<file path="src/mrpn_ram.sv">
// Generic single-write, single-read RAM with registered read data.
// No dependencies.
`default_nettype none

module mrpn_ram #(
  parameter int WIDTH = 29,
  parameter int DEPTH = 16
) (
  input  wire logic                                    clk,
  input  wire logic                                    we,
  input  wire logic [(DEPTH > 1 ? $clog2(DEPTH) : 1)-1:0] waddr,
  input  wire logic [WIDTH-1:0]                        wdata,
  input  wire logic                                    re,
  input  wire logic [(DEPTH > 1 ? $clog2(DEPTH) : 1)-1:0] raddr,
  output logic      [WIDTH-1:0]                        rdata
);

  logic [WIDTH-1:0] mem [DEPTH];

  always_ff @(posedge clk) begin
    if (we) begin
      mem[waddr] <= wdata;
    end
    if (re) begin
      rdata <= mem[raddr];
    end
  end

endmodule

`default_nettype wire

</file>
<file path="config.mk">
export PLATFORM = sky130hd
export DESIGN_NAME = mrpn_ram
export DESIGN_NICKNAME = d
export VERILOG_FILES = /design/src/mrpn_ram.sv
export SDC_FILE = /design/constraint.sdc
export NUM_CORES = 1
export LEC_CHECK = 0
export BUFFER_PORTS_ARGS = -buffer_cell sky130_fd_sc_hd__clkbuf_2
export CORE_MARGIN = 1
export CORE_UTILIZATION = 43
export CTS_BUF_LIST = sky130_fd_sc_hd__clkbuf_8
export DETAILED_ROUTE_END_ITERATION = 8
export PLACE_DENSITY = 0.59
export SKIP_LAST_GASP = 1
export SLEW_MARGIN = 20
export SYNTH_ARGS = -nofsm -noshare
export SYNTH_HDL_FRONTEND = slang
export SYNTH_SLANG_ARGS = --single-unit
export TNS_END_PERCENT = 1
</file>
<file path="constraint.sdc">
create_clock -name clk -period 5.1 [get_ports clk]
set_input_delay 0.765 -clock clk [delete_from_list [all_inputs] [get_ports clk]]
set_output_delay 0.765 -clock clk [all_outputs]
set_load 0.05 [all_outputs]
</file>
[Word level (Yosys, flattened, before mapping)]
Memories as Yosys holds them, arrays and structs flattened. A register that Yosys moved wholly into a read port is not among the register bits.
Cells that the tools add are included.
Operators by class
  $add $sub $neg: 0
  multipliers: 0
  div/mod/pow operators: 0
  $lt $le $gt $ge: 0
  equality and inequality tests: 0
  shift operators: 0
  muxes and demuxes: 2
  bitwise operators: 0
  reduce and logical (&&, ||, !) cells: 0
Operators with widths (count)
  $mux 1: 2
Storage, ports and cells
  flip-flop bits (word level): 0
  bits in latches: 0
  bits in writable memories: 464
  bits in read-only memories: 0
  bits of input ports: 40
  output and inout bits: 29
  logic and storage cells: 3
  memories: 1
Memory list
  mem: words 16, bits a word 29, read ports 1, clocked after Yosys merged registers in 1, write ports 1, RTL line 18  | logic [WIDTH-1:0] mem [DEPTH];

[Logic depth before layout (Yosys ltp)]
  depth in word-level cells: 2
  mapped depth: 6
  gate-level depth less buffers: 3

[Worst setup path after synthesis]
OpenSTA, ideal clock, no wires.
  path kind: input -> register
  from: input waddr[2] (netlist name)
  to: memory mem[0][0] (enable)
  setup time: 0.452 ns
  arrival: 3.282 ns
  required time: 4.648 ns
  setup slack: 1.366 ns
  stages: 2
  path through: or3b_2 > nor3_1
RTL lines
  from (decl): RTL line 11  | input wire logic [(DEPTH > 1 ? $clog2(DEPTH) : 1)-1:0] waddr,
  to (decl): RTL line 18
Straight into the memory's write port.

==> impl_results.md <==
* Post-layout minimum cycle time at 2380 ps
* Critical path fanouts, max at 64
* WHS at 575 ps
* Yosys warning total at 0
* Initial antenna violation count at 1
* Synth top area cells: edfxtp_1, mux4_2, a22oi_1, mux4_1, nand2_1
* I/O pin cnt at 69
* DR vias at 8350
* Hold_sp: wdata[22]
* Final Hold Fails at 0
* Cts hold-fix bufs at 0
* Initial core utilization at 43.7%
* Post-CTS setup buffer count at 0
* Worst path required time at 5420 ps
* Mapped Area at about 18000 um2
* Leading area contributor after synthesis: edfxtp_1
* TritonRoute pass-1 iters at 5
* CTS clk-pin slew, worst paths at 60 ps
* Comb power frac at under 10%
* Syn Nets at roughly 800
* Die height at 208 um
* Setup violators final at 0
* Reg power frac at 57.6%
* Vias per inst at 5.64
* Sequential fraction of the synthesis area at 80.8%
* Vias in the first global route at 8877
* Leakage at 6.72 nW
* Peak supply drop at 128 uV
* Combinational family with the most area after synthesis: multiplexers
* RSZ-0062 raised after global routing: false
* First-pass GRT wire length at between 50 and 60 mm
* Dpl hpwl at 18.6 mm
* Worst setup EP type: register
* Max clock buf depth at 3
* Tot GR Track Use at 18.6%
* Synth Register Bits at about 490
* Rel. slew slack at 28.2%
* Switching share of power at about 22%
* Post-synth cell types at 17
* Crit path DAT at 2700 ps
* RePlAce Congestion at 0.694
* Worst clock skew at 18.8 ps
* Slew Viols, Final at 0
* Crit path from: raddr[0]
* R2r startpoint: mem[2][26]
* Min-delay worst type: input port to register
* Core Util, Final at 49.6%
* PostCTS Resize Cnt at 0
* Synth Area in Adders at 0%
* Number of max-cap violations at 0
* Syn Inst Count at 761
* Power share of the clock group at 36.6%
* Avg Cell Area, Syn at approximately 24 um2
* Root Buffer: clkbuf_8
* Number of port buffers at 68
* Clock sinks at around 500
* Post-Synth Simple-Gate Area at under 10%
* Multiplexer area fraction after synthesis at 14.4%
* Psw at 1.76 mW
* Total power divided by cell area at between 300 and 400 nW/um2
* Critical path startpoint category: input port
* Worst Tran Pin Value at about 1100 ps
* Outcome: complete, no violations
* CTS Buf Count at 76
* Die W at 208 um
* Die ar. at approximately 43000 um2
* NumNets Final at 934
* Grt ovf at 0
* Synthesis-to-layout area growth at 13.5%
* Int Pwr at between 6 and 7 mW
* TritonCTS clock tree: done
* Row cnt at 75
* Pin count of the biggest net entering global routing at 65
* DRT iter0 DRCs at 823
* FILL cells at 3283
* Synth Area in Compound Gates at 2.38%
* Setup_tns at 0 ps
* Final Cycle Share at 46.7%
* CTS H-tree depth at 3
* Post-route ant nets at 0
* Routed length per instance at 26.6 um
* Diodes inserted at 0
* Type of the worst setup path: input port to register
* Core area at between 40000 and 50000 um2
* Xor and xnor area share after synthesis at 0%
* Post-synth top area share at 80.8%
* Routed wire length at slightly below 40 mm
* Share of layout cells above drive strength 1 at about a third
* Residual DRC at 0
* Skew-Pair Late Insertion Delay at 600 ps
* Fmax at 0.420 GHz
[kinds of logic (layout without fill, tap and decap cells)]
family | after synthesis | count (layout)
AO/OA/AOI/OAI | 58 | 58
buffers and inverters | 38 | 218
multiplexers | 116 | 116
AND/OR/NAND/NOR | 56 | 56
flip-flops | 493 | 493
[registers in the layout, summed over array words and instances (netlist names)]
signal / flops
mem: 464
rdata: 29
[per-stage QoR]
| step | instance area (um2) | instances | total power [mW] | worst slack, ps |
|---|---|---|---|---|
| 2_1_floorplan | 18300 | 761 | 4.96 | 1370 |
| 3_3_place_gp | 19500 | 1355 | 5.13 | 2040 |
| 3_5_place_dp | 19500 | 1355 | 5.14 | 2050 |
| 4_1_cts | 20800 | 1480 | 8.05 | 2680 |
| 5_1_grt | 20800 | 1480 | 8.26 | 2500 |
| 6_report | 20800 | 1480 | 7.96 | 2720 |
[power groups by stage]
stage / registers [mW] / clock network, mW / logic (mW)
2_1_floorplan: 4.74 / 0 / 0.217
3_3_place_gp: 4.67 / 0 / 0.458
3_5_place_dp: 4.68 / 0 / 0.463
4_1_cts: 4.59 / 2.99 / 0.463
5_1_grt: 4.60 / 3.17 / 0.489
6_report: 4.59 / 2.92 / 0.456
[synthesized netlist by cell type]
cell,number
edfxtp_1,493
mux4_2,110
a22oi_1,58
nand2_1,30
clkbuf_1,20
nor2_1,13
buf_2,12
mux4_1,6
buf_6,5
nor3_1,4
nand2b_1,2
nand3b_1,2
nor2b_1,2
and2_1,1
buf_8,1
nand3_1,1
or3b_2,1
[cell type report]
| cell class | instances | area (um2) | share of cell area, % |
|---|---|---|---|
| clock buffer | 79 | 1090 | 5.23 |
| clock inverter | 46 | 224 | 1.08 |
| multi-input combinational | 230 | 3450 | 16.6 |
| sequential | 493 | 14800 | 71.2 |
| tap | 539 | 674 | 3.24 |
| timing repair buffer | 93 | 564 | 2.71 |
[worst max-delay path, stage by stage]
cell and delay (ps):
clkbuf_8 610, buf_12 410, mux4_2 540, a22oi_1 200
nand2_1 90
[layout by cell type, fill, tap and decap left out, types with 4 or more instances in the layout]
master / netlist / layout
edfxtp_1: 493 / 493
mux4_2: 110 / 110
mux4_1: 6 / 6
nor2_4: 0 / 13
a22oi_1: 58 / 58
buf_4: 0 / 24
inv_1: 0 / 23
clkinv_2: 0 / 6
clkbuf_8: 0 / 80
nor3_2: 0 / 4
nand2_1: 30 / 30
clkbuf_2: 0 / 66
clkinv_1: 0 / 12
[final timing paths]
path	to	slack, ps	cells past startpoint
max	rdata[20]	2720	5
min	mem[15][22]	580	1
max reg2reg	rdata[26]	3630	3
min reg2reg	rdata[23]	730	3
[layer usage]
layer,global-route usage (%),share of wire [%],up-vias
li1,-,-,3544
met1,27.4,45,4490
met2,28.4,47,271
met3,3.91,6.2,43
met4,4.75,1.3,2
met5,0,0.033,-
No activity file was read; power rests on OpenSTA's default activity.
